## src/hw/rtl/prht_pkg.sv

```systemverilog
// Shared action codes, constants and controller/datapath handshake types.
package prht_pkg;

  typedef enum logic [1:0] {
    ACT_ADD    = 2'd0,
    ACT_REMOVE = 2'd1,
    ACT_CLEAR  = 2'd2,
    ACT_TICK   = 2'd3
  } prht_action_t;

  // 1.0 in Q3.12
  localparam int ONE_Q12 = 4096;

  // Commands from the controller to the datapath
  typedef struct packed {
    logic accept;     // latch the incoming transaction
    logic add_read;   // read the top of the free stack
    logic add_write;  // store the new entry or flag the rejection
    logic scan_step;  // advance the table scan by one entry
    logic finish;     // apply the final hover update and load the result
  } prht_cmd_t;

  // Status from the datapath to the controller
  typedef struct packed {
    logic scan_done;  // last entry compared this cycle
    logic out_free;   // result register can take a new transaction
  } prht_sts_t;

endpackage

```

## src/hw/rtl/prht_if.sv

```systemverilog
// Valid/ready channel interfaces for the input and result transactions.
interface prht_in_if #(
  parameter int KEY_BITS   = 8,
  parameter int COORD_BITS = 16
);
  logic                         valid;
  logic                         ready;
  logic [1:0]                   action;
  logic [KEY_BITS-1:0]          rect_id;
  logic signed [COORD_BITS-1:0] rect_left;
  logic signed [COORD_BITS-1:0] rect_top;
  logic signed [COORD_BITS-1:0] rect_width;
  logic signed [COORD_BITS-1:0] rect_height;
  logic signed [COORD_BITS-1:0] cursor_x;
  logic signed [COORD_BITS-1:0] cursor_y;
  logic                         window_focused;

  modport source (
    output valid, action, rect_id, rect_left, rect_top, rect_width, rect_height,
           cursor_x, cursor_y, window_focused,
    input  ready
  );
  modport sink (
    input  valid, action, rect_id, rect_left, rect_top, rect_width, rect_height,
           cursor_x, cursor_y, window_focused,
    output ready
  );
endinterface

interface prht_out_if #(
  parameter int KEY_BITS = 8
);
  logic                valid;
  logic                ready;
  logic                hover_valid;
  logic [KEY_BITS-1:0] hover_id;
  logic                add_rejected;

  modport source (
    output valid, hover_valid, hover_id, add_rejected,
    input  ready
  );
  modport sink (
    input  valid, hover_valid, hover_id, add_rejected,
    output ready
  );
endinterface

```

## src/hw/rtl/priority_rect_hit_table.sv

```systemverilog
// Top level of the priority rectangle hit table: controller, datapath and checks.
//
//  channel  | dir | handshake       | payload
//  ---------+-----+-----------------+-------------------------------------------------
//  in_ch    | in  | valid / ready   | action, rect_id, rect_left/top/width/height,
//           |     |                 | cursor_x, cursor_y, window_focused
//  out_ch   | out | valid / ready   | hover_valid, hover_id, add_rejected
//
//  One transaction at a time. An add reads the top of the free stack and then writes
//  the entry; a clear goes straight to the result; a remove or tick scans the table,
//  reading one entry per cycle from the single read port of the entry memory. The
//  controller is back in idle as the result register loads, ready for the next one.
//  Reset (rst_n low, synchronous) empties the table, free stack and hover; entry
//  storage is not cleared. A result waiting on out_ch.ready stalls only the next
//  transaction's final step.
module priority_rect_hit_table #(
  parameter int TABLE_DEPTH   = 16,
  parameter int KEY_BITS      = 8,
  parameter int PRIORITY_BITS = 32,
  parameter int COORD_BITS    = 16
) (
  input  logic       clk,
  input  logic       rst_n,
  prht_in_if.sink    in_ch,
  prht_out_if.source out_ch
);
  import prht_pkg::*;

  prht_cmd_t cmd;
  prht_sts_t sts;

  prht_ctrl u_ctrl (
    .clk       (clk),
    .rst_n     (rst_n),
    .in_valid  (in_ch.valid),
    .in_ready  (in_ch.ready),
    .in_action (in_ch.action),
    .sts       (sts),
    .cmd       (cmd)
  );

  prht_dp #(
    .TABLE_DEPTH   (TABLE_DEPTH),
    .KEY_BITS      (KEY_BITS),
    .PRIORITY_BITS (PRIORITY_BITS),
    .COORD_BITS    (COORD_BITS)
  ) u_dp (
    .clk               (clk),
    .rst_n             (rst_n),
    .cmd               (cmd),
    .sts               (sts),
    .in_action         (in_ch.action),
    .in_rect_id        (in_ch.rect_id),
    .in_rect_left      (in_ch.rect_left),
    .in_rect_top       (in_ch.rect_top),
    .in_rect_width     (in_ch.rect_width),
    .in_rect_height    (in_ch.rect_height),
    .in_cursor_x       (in_ch.cursor_x),
    .in_cursor_y       (in_ch.cursor_y),
    .in_window_focused (in_ch.window_focused),
    .out_ready         (out_ch.ready),
    .out_valid         (out_ch.valid),
    .out_hover_valid   (out_ch.hover_valid),
    .out_hover_id      (out_ch.hover_id),
    .out_add_rejected  (out_ch.add_rejected)
  );

`ifndef SYNTHESIS
  // never load a result over one that has not been taken
  a_no_overwrite: assert property (@(posedge clk) disable iff (!rst_n)
    cmd.finish |-> (!out_ch.valid || out_ch.ready))
    else $error("result register overwritten");

  // at most one datapath phase command per cycle
  a_cmd_exclusive: assert property (@(posedge clk) disable iff (!rst_n)
    $onehot0({cmd.accept, cmd.add_read, cmd.add_write, cmd.scan_step, cmd.finish}))
    else $error("conflicting datapath commands");

  // one transaction in flight: no acceptance right after another
  a_single_item: assert property (@(posedge clk) disable iff (!rst_n)
    (in_ch.valid && in_ch.ready) |=> !in_ch.ready)
    else $error("second transaction accepted while busy");

  // no hover id without a hover
  a_hover_id_zero: assert property (@(posedge clk) disable iff (!rst_n)
    (out_ch.valid && !out_ch.hover_valid) |-> (out_ch.hover_id == '0))
    else $error("hover id set without hover");
`endif

endmodule

```

## src/hw/rtl/prht_ctrl.sv

```systemverilog
// Controller state machine: sequences add, scan and result phases per transaction.
module prht_ctrl (
  input  logic                  clk,
  input  logic                  rst_n,
  input  logic                  in_valid,
  output logic                  in_ready,
  input  logic [1:0]            in_action,
  input  prht_pkg::prht_sts_t   sts,
  output prht_pkg::prht_cmd_t   cmd
);
  import prht_pkg::*;

  typedef enum logic [4:0] {
    S_IDLE   = 5'b00001,
    S_ADD_RD = 5'b00010,
    S_ADD_WR = 5'b00100,
    S_SCAN   = 5'b01000,
    S_DONE   = 5'b10000
  } state_t;

  state_t state_r;
  state_t state_nxt;

  // Decode state into commands and pick the next state
  always_comb begin
    state_nxt = state_r;
    cmd       = '0;
    in_ready  = (state_r == S_IDLE);
    unique case (state_r)
      S_IDLE: begin
        if (in_valid) begin
          cmd.accept = 1'b1;
          unique case (prht_action_t'(in_action))
            ACT_ADD:    state_nxt = S_ADD_RD;
            ACT_REMOVE: state_nxt = S_SCAN;
            ACT_TICK:   state_nxt = S_SCAN;
            ACT_CLEAR:  state_nxt = S_DONE;
          endcase
        end
      end
      S_ADD_RD: begin
        cmd.add_read = 1'b1;
        state_nxt    = S_ADD_WR;
      end
      S_ADD_WR: begin
        cmd.add_write = 1'b1;
        state_nxt     = S_DONE;
      end
      S_SCAN: begin
        cmd.scan_step = 1'b1;
        if (sts.scan_done) begin
          state_nxt = S_DONE;
        end
      end
      S_DONE: begin
        // hold until the result register is free
        if (sts.out_free) begin
          cmd.finish = 1'b1;
          state_nxt  = S_IDLE;
        end
      end
      default: state_nxt = S_IDLE;
    endcase
  end

  // Advance state
  always_ff @(posedge clk) begin
    if (!rst_n) begin
      state_r <= S_IDLE;
    end else begin
      state_r <= state_nxt;
    end
  end

endmodule

```

## src/hw/rtl/prht_dp.sv

```systemverilog
// Datapath: entry and free-stack memories, scan compare, hover and result registers.
module prht_dp #(
  parameter int TABLE_DEPTH   = 16,
  parameter int KEY_BITS      = 8,
  parameter int PRIORITY_BITS = 32,
  parameter int COORD_BITS    = 16
) (
  input  logic                         clk,
  input  logic                         rst_n,
  input  prht_pkg::prht_cmd_t          cmd,
  output prht_pkg::prht_sts_t          sts,
  input  logic [1:0]                   in_action,
  input  logic [KEY_BITS-1:0]          in_rect_id,
  input  logic signed [COORD_BITS-1:0] in_rect_left,
  input  logic signed [COORD_BITS-1:0] in_rect_top,
  input  logic signed [COORD_BITS-1:0] in_rect_width,
  input  logic signed [COORD_BITS-1:0] in_rect_height,
  input  logic signed [COORD_BITS-1:0] in_cursor_x,
  input  logic signed [COORD_BITS-1:0] in_cursor_y,
  input  logic                         in_window_focused,
  input  logic                         out_ready,
  output logic                         out_valid,
  output logic                         out_hover_valid,
  output logic [KEY_BITS-1:0]          out_hover_id,
  output logic                         out_add_rejected
);
  import prht_pkg::*;

  localparam int SLOT_W = (TABLE_DEPTH > 1) ? $clog2(TABLE_DEPTH) : 1;
  localparam int CNT_W  = $clog2(TABLE_DEPTH + 1);
  localparam int EXT_W  = COORD_BITS + 16;
  localparam logic [CNT_W-1:0]  DEPTH_CNT = CNT_W'(TABLE_DEPTH);
  localparam logic [SLOT_W-1:0] LAST_SLOT = SLOT_W'(TABLE_DEPTH - 1);
  localparam logic signed [COORD_BITS-1:0] COORD_MIN = {1'b1, {(COORD_BITS-1){1'b0}}};
  localparam logic signed [COORD_BITS-1:0] COORD_MAX = {1'b0, {(COORD_BITS-1){1'b1}}};
  localparam logic signed [EXT_W-1:0] ONE_EXT = EXT_W'(ONE_Q12);
  localparam logic signed [EXT_W-1:0] NEG_ONE_EXT = -ONE_EXT;

  typedef struct packed {
    logic signed [COORD_BITS-1:0] left;
    logic signed [COORD_BITS-1:0] top;
    logic signed [COORD_BITS-1:0] right;
    logic signed [COORD_BITS-1:0] bottom;
    logic [PRIORITY_BITS-1:0]     prio;
    logic [KEY_BITS-1:0]          key;
  } entry_t;

  // Saturate a sum carrying one guard bit into the coordinate range
  function automatic logic signed [COORD_BITS-1:0] sat_coord(input logic [COORD_BITS:0] s);
    logic signed [COORD_BITS-1:0] r;
    if (s[COORD_BITS] != s[COORD_BITS-1]) begin
      r = s[COORD_BITS] ? COORD_MIN : COORD_MAX;
    end else begin
      r = s[COORD_BITS-1:0];
    end
    return r;
  endfunction

  // Latched transaction
  prht_action_t                 act_r;
  logic [KEY_BITS-1:0]          id_r;
  logic signed [COORD_BITS-1:0] left_r;
  logic signed [COORD_BITS-1:0] top_r;
  logic signed [COORD_BITS-1:0] width_r;
  logic signed [COORD_BITS-1:0] height_r;
  logic signed [COORD_BITS-1:0] cx_r;
  logic signed [COORD_BITS-1:0] cy_r;
  logic                         focus_r;

  // Table bookkeeping
  logic [TABLE_DEPTH-1:0]   active_r;
  logic [CNT_W-1:0]         slots_used_r;
  logic [CNT_W-1:0]         stk_cnt_r;
  logic [PRIORITY_BITS-1:0] next_prio_r;
  logic                     hov_flag_r;
  logic [KEY_BITS-1:0]      hov_key_r;
  logic                     hov_flag_nxt;
  logic [KEY_BITS-1:0]      hov_key_nxt;

  // Scan pipeline
  logic [CNT_W-1:0]         scan_idx_r;
  logic                     cmp_valid_r;
  logic [SLOT_W-1:0]        cmp_idx_r;
  logic                     found_r;
  logic [PRIORITY_BITS-1:0] best_prio_r;
  logic [KEY_BITS-1:0]      best_key_r;
  logic                     removed_r;
  logic                     rej_r;

  // Result register
  logic                out_valid_r;
  logic                out_hover_valid_r;
  logic [KEY_BITS-1:0] out_hover_id_r;
  logic                out_add_rejected_r;

  // Memories
  entry_t            ent_mem [TABLE_DEPTH];
  entry_t            ent_rd_r;
  logic [SLOT_W-1:0] stk_mem [TABLE_DEPTH];
  logic [SLOT_W-1:0] stk_rd_r;

  logic              stack_empty;
  logic              table_full;
  logic [SLOT_W-1:0] add_slot;
  logic              ent_we;
  entry_t            ent_wd;
  logic [SLOT_W-1:0] ent_ra;
  logic [SLOT_W-1:0] stk_ra;
  logic              stk_we;
  logic              issue;
  logic              cmp_on;
  logic              act_bit;
  logic              contain;
  logic              rm_hit;
  logic              hit;
  logic              in_range;
  logic signed [EXT_W-1:0] cx_ext;
  logic signed [EXT_W-1:0] cy_ext;

  // Latch the accepted transaction
  always_ff @(posedge clk) begin
    if (cmd.accept) begin
      act_r    <= prht_action_t'(in_action);
      id_r     <= in_rect_id;
      left_r   <= in_rect_left;
      top_r    <= in_rect_top;
      width_r  <= in_rect_width;
      height_r <= in_rect_height;
      cx_r     <= in_cursor_x;
      cy_r     <= in_cursor_y;
      focus_r  <= in_window_focused;
    end
  end

  // Slot choice for an add: pop the free stack, else take the next fresh slot
  assign stack_empty = (stk_cnt_r == '0);
  assign table_full  = stack_empty && (slots_used_r == DEPTH_CNT);
  assign add_slot    = stack_empty ? slots_used_r[SLOT_W-1:0] : stk_rd_r;
  assign stk_ra      = SLOT_W'(stk_cnt_r - CNT_W'(1));

  // Build the new entry with saturated far edges
  always_comb begin
    ent_wd.left   = left_r;
    ent_wd.top    = top_r;
    ent_wd.right  = sat_coord({left_r[COORD_BITS-1], left_r} +
                              {width_r[COORD_BITS-1], width_r});
    ent_wd.bottom = sat_coord({top_r[COORD_BITS-1], top_r} -
                              {height_r[COORD_BITS-1], height_r});
    ent_wd.prio   = next_prio_r;
    ent_wd.key    = id_r;
  end
  assign ent_we = cmd.add_write && !table_full;

  // Scan: issue one read a cycle, compare the entry read the cycle before
  assign issue   = cmd.scan_step && (scan_idx_r < DEPTH_CNT);
  assign ent_ra  = scan_idx_r[SLOT_W-1:0];
  assign cmp_on  = cmd.scan_step && cmp_valid_r;
  assign act_bit = active_r[cmp_idx_r];
  assign contain = (cx_r >= ent_rd_r.left) && (cx_r <= ent_rd_r.right) &&
                   (cy_r <= ent_rd_r.top) && (cy_r >= ent_rd_r.bottom);
  assign rm_hit  = cmp_on && (act_r == ACT_REMOVE) && act_bit && (ent_rd_r.key == id_r);
  assign hit     = cmp_on && (act_r == ACT_TICK) && act_bit && (ent_rd_r.key != '0) &&
                   contain && (!found_r || (ent_rd_r.prio > best_prio_r));
  assign stk_we  = rm_hit && (stk_cnt_r < DEPTH_CNT);

  // Entry memory: one write port, one registered read port
  always_ff @(posedge clk) begin
    if (ent_we) begin
      ent_mem[add_slot] <= ent_wd;
    end
    ent_rd_r <= ent_mem[ent_ra];
  end

  // Free-slot stack memory
  always_ff @(posedge clk) begin
    if (stk_we) begin
      stk_mem[stk_cnt_r[SLOT_W-1:0]] <= cmp_idx_r;
    end
    if (cmd.add_read) begin
      stk_rd_r <= stk_mem[stk_ra];
    end
  end

  // Cursor window check against plus and minus one
  assign cx_ext   = {{16{cx_r[COORD_BITS-1]}}, cx_r};
  assign cy_ext   = {{16{cy_r[COORD_BITS-1]}}, cy_r};
  assign in_range = (cx_ext >= NEG_ONE_EXT) && (cx_ext <= ONE_EXT) &&
                    (cy_ext >= NEG_ONE_EXT) && (cy_ext <= ONE_EXT);

  // Final hover update for the transaction
  always_comb begin
    hov_flag_nxt = hov_flag_r;
    hov_key_nxt  = hov_key_r;
    if (cmd.finish) begin
      unique case (act_r)
        ACT_ADD: begin
          hov_flag_nxt = hov_flag_r;
        end
        ACT_REMOVE: begin
          if (removed_r && hov_flag_r && (hov_key_r == id_r)) begin
            hov_flag_nxt = 1'b0;
            hov_key_nxt  = '0;
          end
        end
        ACT_CLEAR: begin
          hov_flag_nxt = 1'b0;
          hov_key_nxt  = '0;
        end
        ACT_TICK: begin
          if (focus_r) begin
            hov_flag_nxt = in_range && found_r;
            hov_key_nxt  = (in_range && found_r) ? best_key_r : '0;
          end
        end
      endcase
    end
  end

  // Control registers
  always_ff @(posedge clk) begin
    if (!rst_n) begin
      active_r     <= '0;
      slots_used_r <= '0;
      stk_cnt_r    <= '0;
      next_prio_r  <= '0;
      hov_flag_r   <= 1'b0;
      hov_key_r    <= '0;
      scan_idx_r   <= '0;
      cmp_valid_r  <= 1'b0;
      found_r      <= 1'b0;
      removed_r    <= 1'b0;
      rej_r        <= 1'b0;
      out_valid_r  <= 1'b0;
    end else begin
      hov_flag_r <= hov_flag_nxt;
      hov_key_r  <= hov_key_nxt;
      if (cmd.accept) begin
        scan_idx_r  <= '0;
        cmp_valid_r <= 1'b0;
        found_r     <= 1'b0;
        removed_r   <= 1'b0;
        rej_r       <= 1'b0;
      end
      // store or reject the add
      if (cmd.add_write) begin
        if (table_full) begin
          rej_r <= 1'b1;
        end else begin
          active_r[add_slot] <= 1'b1;
          next_prio_r        <= next_prio_r + PRIORITY_BITS'(1);
          if (stack_empty) begin
            slots_used_r <= slots_used_r + CNT_W'(1);
          end else begin
            stk_cnt_r <= stk_cnt_r - CNT_W'(1);
          end
        end
      end
      // advance the scan
      if (cmd.scan_step) begin
        cmp_valid_r <= issue;
        if (issue) begin
          scan_idx_r <= scan_idx_r + CNT_W'(1);
        end
      end
      if (rm_hit) begin
        active_r[cmp_idx_r] <= 1'b0;
        removed_r           <= 1'b1;
        if (stk_we) begin
          stk_cnt_r <= stk_cnt_r + CNT_W'(1);
        end
      end
      if (hit) begin
        found_r <= 1'b1;
      end
      // drop the whole table on clear
      if (cmd.finish && (act_r == ACT_CLEAR)) begin
        active_r     <= '0;
        slots_used_r <= '0;
        stk_cnt_r    <= '0;
      end
      if (cmd.finish) begin
        out_valid_r <= 1'b1;
      end else if (out_ready) begin
        out_valid_r <= 1'b0;
      end
    end
  end

  // Scan and result payload
  always_ff @(posedge clk) begin
    if (cmd.scan_step) begin
      cmp_idx_r <= scan_idx_r[SLOT_W-1:0];
    end
    if (hit) begin
      best_prio_r <= ent_rd_r.prio;
      best_key_r  <= ent_rd_r.key;
    end
    if (cmd.finish) begin
      out_hover_valid_r  <= hov_flag_nxt;
      out_hover_id_r     <= hov_key_nxt;
      out_add_rejected_r <= rej_r;
    end
  end

  assign sts.scan_done = cmp_valid_r && (cmp_idx_r == LAST_SLOT);
  assign sts.out_free  = !out_valid_r || out_ready;

  assign out_valid        = out_valid_r;
  assign out_hover_valid  = out_hover_valid_r;
  assign out_hover_id     = out_hover_id_r;
  assign out_add_rejected = out_add_rejected_r;

endmodule

```

## src/flat_wrapper.sv

```systemverilog
// flat-port wrapper written by rule: the top's interface ports become plain ports
module priority_rect_hit_table_flat import prht_pkg::*;
#(
  parameter int TABLE_DEPTH   = 16,
  parameter int KEY_BITS      = 8,
  parameter int PRIORITY_BITS = 32,
  parameter int COORD_BITS    = 16
)
  (clk, rst_n, in_ch_valid, in_ch_action, in_ch_rect_id, in_ch_rect_left, in_ch_rect_top, in_ch_rect_width, in_ch_rect_height, in_ch_cursor_x, in_ch_cursor_y, in_ch_window_focused, in_ch_ready, out_ch_valid, out_ch_hover_valid, out_ch_hover_id, out_ch_add_rejected, out_ch_ready);
  prht_in_if #(.KEY_BITS(KEY_BITS), .COORD_BITS(COORD_BITS)) in_ch_i ();
  prht_out_if #(.KEY_BITS(KEY_BITS)) out_ch_i ();
  input  logic clk;
  input  logic rst_n;
  input wire logic [$bits(in_ch_i.valid)-1:0] in_ch_valid;
  input wire logic [$bits(in_ch_i.action)-1:0] in_ch_action;
  input wire logic [$bits(in_ch_i.rect_id)-1:0] in_ch_rect_id;
  input wire logic [$bits(in_ch_i.rect_left)-1:0] in_ch_rect_left;
  input wire logic [$bits(in_ch_i.rect_top)-1:0] in_ch_rect_top;
  input wire logic [$bits(in_ch_i.rect_width)-1:0] in_ch_rect_width;
  input wire logic [$bits(in_ch_i.rect_height)-1:0] in_ch_rect_height;
  input wire logic [$bits(in_ch_i.cursor_x)-1:0] in_ch_cursor_x;
  input wire logic [$bits(in_ch_i.cursor_y)-1:0] in_ch_cursor_y;
  input wire logic [$bits(in_ch_i.window_focused)-1:0] in_ch_window_focused;
  output wire logic [$bits(in_ch_i.ready)-1:0] in_ch_ready;
  output wire logic [$bits(out_ch_i.valid)-1:0] out_ch_valid;
  output wire logic [$bits(out_ch_i.hover_valid)-1:0] out_ch_hover_valid;
  output wire logic [$bits(out_ch_i.hover_id)-1:0] out_ch_hover_id;
  output wire logic [$bits(out_ch_i.add_rejected)-1:0] out_ch_add_rejected;
  input wire logic [$bits(out_ch_i.ready)-1:0] out_ch_ready;
  assign in_ch_i.valid = in_ch_valid;
  assign in_ch_i.action = in_ch_action;
  assign in_ch_i.rect_id = in_ch_rect_id;
  assign in_ch_i.rect_left = in_ch_rect_left;
  assign in_ch_i.rect_top = in_ch_rect_top;
  assign in_ch_i.rect_width = in_ch_rect_width;
  assign in_ch_i.rect_height = in_ch_rect_height;
  assign in_ch_i.cursor_x = in_ch_cursor_x;
  assign in_ch_i.cursor_y = in_ch_cursor_y;
  assign in_ch_i.window_focused = in_ch_window_focused;
  assign in_ch_ready = in_ch_i.ready;
  assign out_ch_valid = out_ch_i.valid;
  assign out_ch_hover_valid = out_ch_i.hover_valid;
  assign out_ch_hover_id = out_ch_i.hover_id;
  assign out_ch_add_rejected = out_ch_i.add_rejected;
  assign out_ch_i.ready = out_ch_ready;
  priority_rect_hit_table #(.TABLE_DEPTH(TABLE_DEPTH), .KEY_BITS(KEY_BITS), .PRIORITY_BITS(PRIORITY_BITS), .COORD_BITS(COORD_BITS)) u_core (.clk(clk), .rst_n(rst_n), .in_ch(in_ch_i), .out_ch(out_ch_i));
endmodule
```

## config.mk

```make
export PLATFORM = sky130hd
export DESIGN_NAME = priority_rect_hit_table_flat
export DESIGN_NICKNAME = d
export VERILOG_FILES = /design/src/hw/rtl/prht_pkg.sv /design/src/hw/rtl/prht_if.sv /design/src/hw/rtl/priority_rect_hit_table.sv /design/src/hw/rtl/prht_ctrl.sv /design/src/hw/rtl/prht_dp.sv /design/src/flat_wrapper.sv
export SDC_FILE = /design/constraint.sdc
export NUM_CORES = 2
export LEC_CHECK = 0
export BUFFER_PORTS_ARGS = -buffer_cell sky130_fd_sc_hd__buf_4
export CORE_AREA = 2 2 460 507
export CTS_CLUSTER_DIAMETER = 200
export CTS_CLUSTER_SIZE = 25
export DETAILED_ROUTE_END_ITERATION = 8
export DIE_AREA = 0 0 462 509
export SETUP_SLACK_MARGIN = 0.15
export SLEW_MARGIN = 20
export SYNTH_ARGS = -nofsm -noshare
export SYNTH_HDL_FRONTEND = slang
export SYNTH_SLANG_ARGS = --single-unit
```

## constraint.sdc

```tcl
create_clock -name clk -period 21.4 [get_ports clk]
set_input_delay 1.07 -clock clk [delete_from_list [all_inputs] [get_ports clk]]
set_output_delay 1.07 -clock clk [all_outputs]
set_load 0.02 [all_outputs]
```

==> results.json <==
{
  "status": "finished clean",
  "cp-end-kind": "register",
  "ctsResizeCount": 0,
  "synth-edff-count": 1893,
  "synthCells": 3773,
  "p_int_mw": 5.50,
  "clockBufferDepth": 3,
  "slew_viol_final": 0,
  "wl_per_cell_um": 25.3,
  "synthesis.nets": 4022,
  "synthDistinctLibCells": 76,
  "synth_flop_cell": "edfxtp_1",
  "period_share_pct": 24.2,
  "leakagePower_nw": 26.9,
  "syn_avg_cell_area_um2": 21.2,
  "ys_ff_latch": 2079,
  "place_ws_ns": 15.98,
  "areaGrowthSynthToFinish_pct": 9.65,
  "pwr-share-seq_pct": 65.7,
  "place_hpwl_um": 96100,
  "grt_setup_unrepaired": "no",
  "path_class": "reg -> reg",
  "drtAntennaViolNets": 0,
  "final_area_um2": 87900,
  "via_per_inst": 5.20,
  "synth_top_family_by_area": "multiplexers",
  "n_fill_cell": 20600,
  "tightest_slew_ns": 1.08,
  "cp_max_fo": 50,
  "path_clk_slew_ns": 0.10,
  "coreArea_um2": 230000,
  "initial_core_util_pct": 34.8,
  "post_synth_and_or_nand_nor_area_fraction_pct": 2.32,
  "grt_use_total_pct": 15.1,
  "crit_path_start_kind": "register",
  "relSlewSlack_pct": 25.8,
  "drc": 0,
  "fp-row-count": 185,
  "p_total_mw": 7.00,
  "die_w_um": 462,
  "dieArea_um2": 235000,
  "finalSetupViolCount": 0,
  "p_sw_mw": 1.50,
  "hp-class": "reg -> reg",
  "antenna_found_initial": 6,
  "root_buffer": "clkbuf_16",
  "hold_violations": 0,
  "grt_remaining_overflow": 0,
  "vdd_drop_max_uv": 64.0,
  "clk_latency_ns": 0.75,
  "cts_hold_buf": 0,
  "layout_setup_ws_ns": 16.22,
  "async_flop_share_pct": 0,
  "portBuffers": 122,
  "pwr-share-comb_pct": 4.8,
  "cts_tree": "done",
  "synth_mux_area_share_pct": 15.4,
  "dr.first_iter.drc_count": 3755,
  "layout.nets": 4158,
  "grt_max_degree": 109,
  "synth_area_um2": 80100,
  "cap_violations": 0,
  "synth_xor_area_share_pct": 0.820,
  "setup_tns_ns": 0,
  "yosysSeqAreaShare_pct": 75.6,
  "finalWirelength_um": 179000,
  "required_ns": 22.01,
  "layout-drive-gt1-share_pct": 21.9,
  "clock_skew_ns": 0.0296,
  "p_sw_share_pct": 21.5,
  "pwr-share-clk_pct": 29.5,
  "grt_pass1_wl_um": 261000,
  "htreeDepth": 3,
  "synth-compound-area-share_pct": 2.06,
  "cts_inserted_buffers": 93,
  "yosysWarnings": 0,
  "vias": 36700,
  "drt-pass1-iter-count": 7,
  "power.density_nw_per_um2": 79.7,
  "grt_pass1_vias": 37900,
  "post_cts_buffers": 0,
  "routabilityCongestion": 0.787,
  "critical_path_arrival_ns": 5.80,
  "io_pins": 123,
  "die_y_um": 509,
  "synth-adder-area-share_pct": 2.41,
  "clock-sinks": 2079,
  "fmax_mhz": 193,
  "place_area_um2": 85100,
  "min_period_ns": 5.18
}
sequential cells by signal (all words and copies together) (netlist names), 5 cells and up:
name	count
u_core.u_dp.stk_cnt_r	5
u_core.u_dp.slots_used_r	5
u_core.u_dp.width_r	16
u_core.u_dp.scan_idx_r	5
u_core.u_dp.best_prio_r	32
u_core.u_dp.ent_rd_r	104
u_core.u_dp.ent_mem	1664
u_core.u_dp.cx_r	16
u_core.u_dp.left_r	16
u_core.u_dp.active_r	16
u_core.u_dp.next_prio_r	32
u_core.u_dp.out_hover_id	8
u_core.u_dp.id_r	8
u_core.u_dp.height_r	16
u_core.u_dp.stk_mem	64
u_core.u_ctrl.state_r	5
u_core.u_dp.cy_r	16
u_core.u_dp.hov_key_r	8
u_core.u_dp.top_r	16
u_core.u_dp.best_key_r	8
path summary, 6_finish.rpt:
check	slack [ns]	cells past startpoint	from	to
min reg2reg	0.45	0	u_core.u_dp.ent_rd_r[16]	u_core.u_dp.best_prio_r[8]
max reg2reg	16.22	6	u_core.u_dp.scan_idx_r[0]	u_core.u_dp.ent_rd_r[41]
max	16.22	6	u_core.u_dp.scan_idx_r[0]	u_core.u_dp.ent_rd_r[41]
min	0.45	0	u_core.u_dp.ent_rd_r[16]	u_core.u_dp.best_prio_r[8]
synthesized netlist by cell type (all sizes together) (28+ instances only):
| master | n | area [um^2] |
|---|---|---|
| edfxtp | 1893 | 56800 |
| mux4 | 544 | 12300 |
| dfxtp | 186 | 3720 |
| inv | 143 | 537 |
| ha | 136 | 1700 |
| clkbuf | 95 | 357 |
| a21oi | 89 | 445 |
| nor2 | 89 | 334 |
| o21ai | 66 | 330 |
| nand2 | 60 | 225 |
| buf | 50 | 219 |
| xor2 | 41 | 359 |
| nand3 | 35 | 175 |
| nor3 | 34 | 191 |
| xnor2 | 34 | 298 |
| nand4 | 28 | 175 |
cell usage in the layout (no fill, tap or decap), types with 10 or more instances in the layout:
cell type and instances:
and2_1 18, or3_1 12, nor4_1 16, nand4_1 28, clkbuf_16 95, nand2b_1 10, a31oi_1 14, nor2_1 73
nand2_1 60, ha_1 136, nor2_4 16, nor3_1 31, inv_1 141, xor2_1 41, xnor2_1 34, edfxtp_1 1893
mux4_2 543, buf_12 12, buf_4 172, a21o_1 21, and3_1 11, a21oi_1 88, clkbuf_1 63, maj3_1 19
nand3_1 35, dfxtp_1 182, o21ai_0 65
power by group through the flow:
stage	logic (mW)	clock network (mW)	registers (mW)
final	0.333	2.06	4.60
after global routing	0.367	2.26	4.61
after CTS	0.335	2.13	4.60
after detailed placement	0.334	0	4.69
after global placement	0.323	0	4.69
after floorplan	0.188	0	4.67
critical path, stage by stage, from the launching register on:
cell     delay [ns]
dfxtp_4        0.75
buf_4          0.69
buf_4          0.74
buf_4          0.77
buf_4          0.90
mux4_2         0.62
mux4_2         0.48
cells by family after synthesis:
logic type / Yosys count
simple gates: 356
flops: 2079
buf+inv: 288
mux: 553
fa+ha+maj: 157
compound gates: 265
xor+xnor: 75
layer usage:
metal	vias to the layer above	part of all wire [%]	GRT usage, %
li1	15800	-	-
met1	19900	42	20.4
met2	918	51	26.0
met3	155	4.8	1.73
met4	2	1.8	3.56
met5	-	0.0062	0
layout make-up:
cell class,count,area [um^2],area share (%)
Clock inverter,5,76.3,0.0869
Sequential cell,2079,60600,69.0
Tap cell,3085,3860,4.39
Inverter,143,542,0.617
Clock buffer,158,2610,2.98
Antenna cell,4,10.0,0.0114
Timing Repair Buffer,186,1550,1.77
Multi-Input combinational cell,1406,18600,21.2
stage by stage:
stage	hold slack (ns)	cells	utilization, %
after floorplan	0.406	3773	-
final	0.445	7066	38.1
after CTS	0.417	7062	38.1
after global routing	0.449	7063	38.1
after global placement	0.418	6899	37.0
after detailed placement	0.422	6899	37.0
Note: power is estimated with default switching activity, not from simulation.
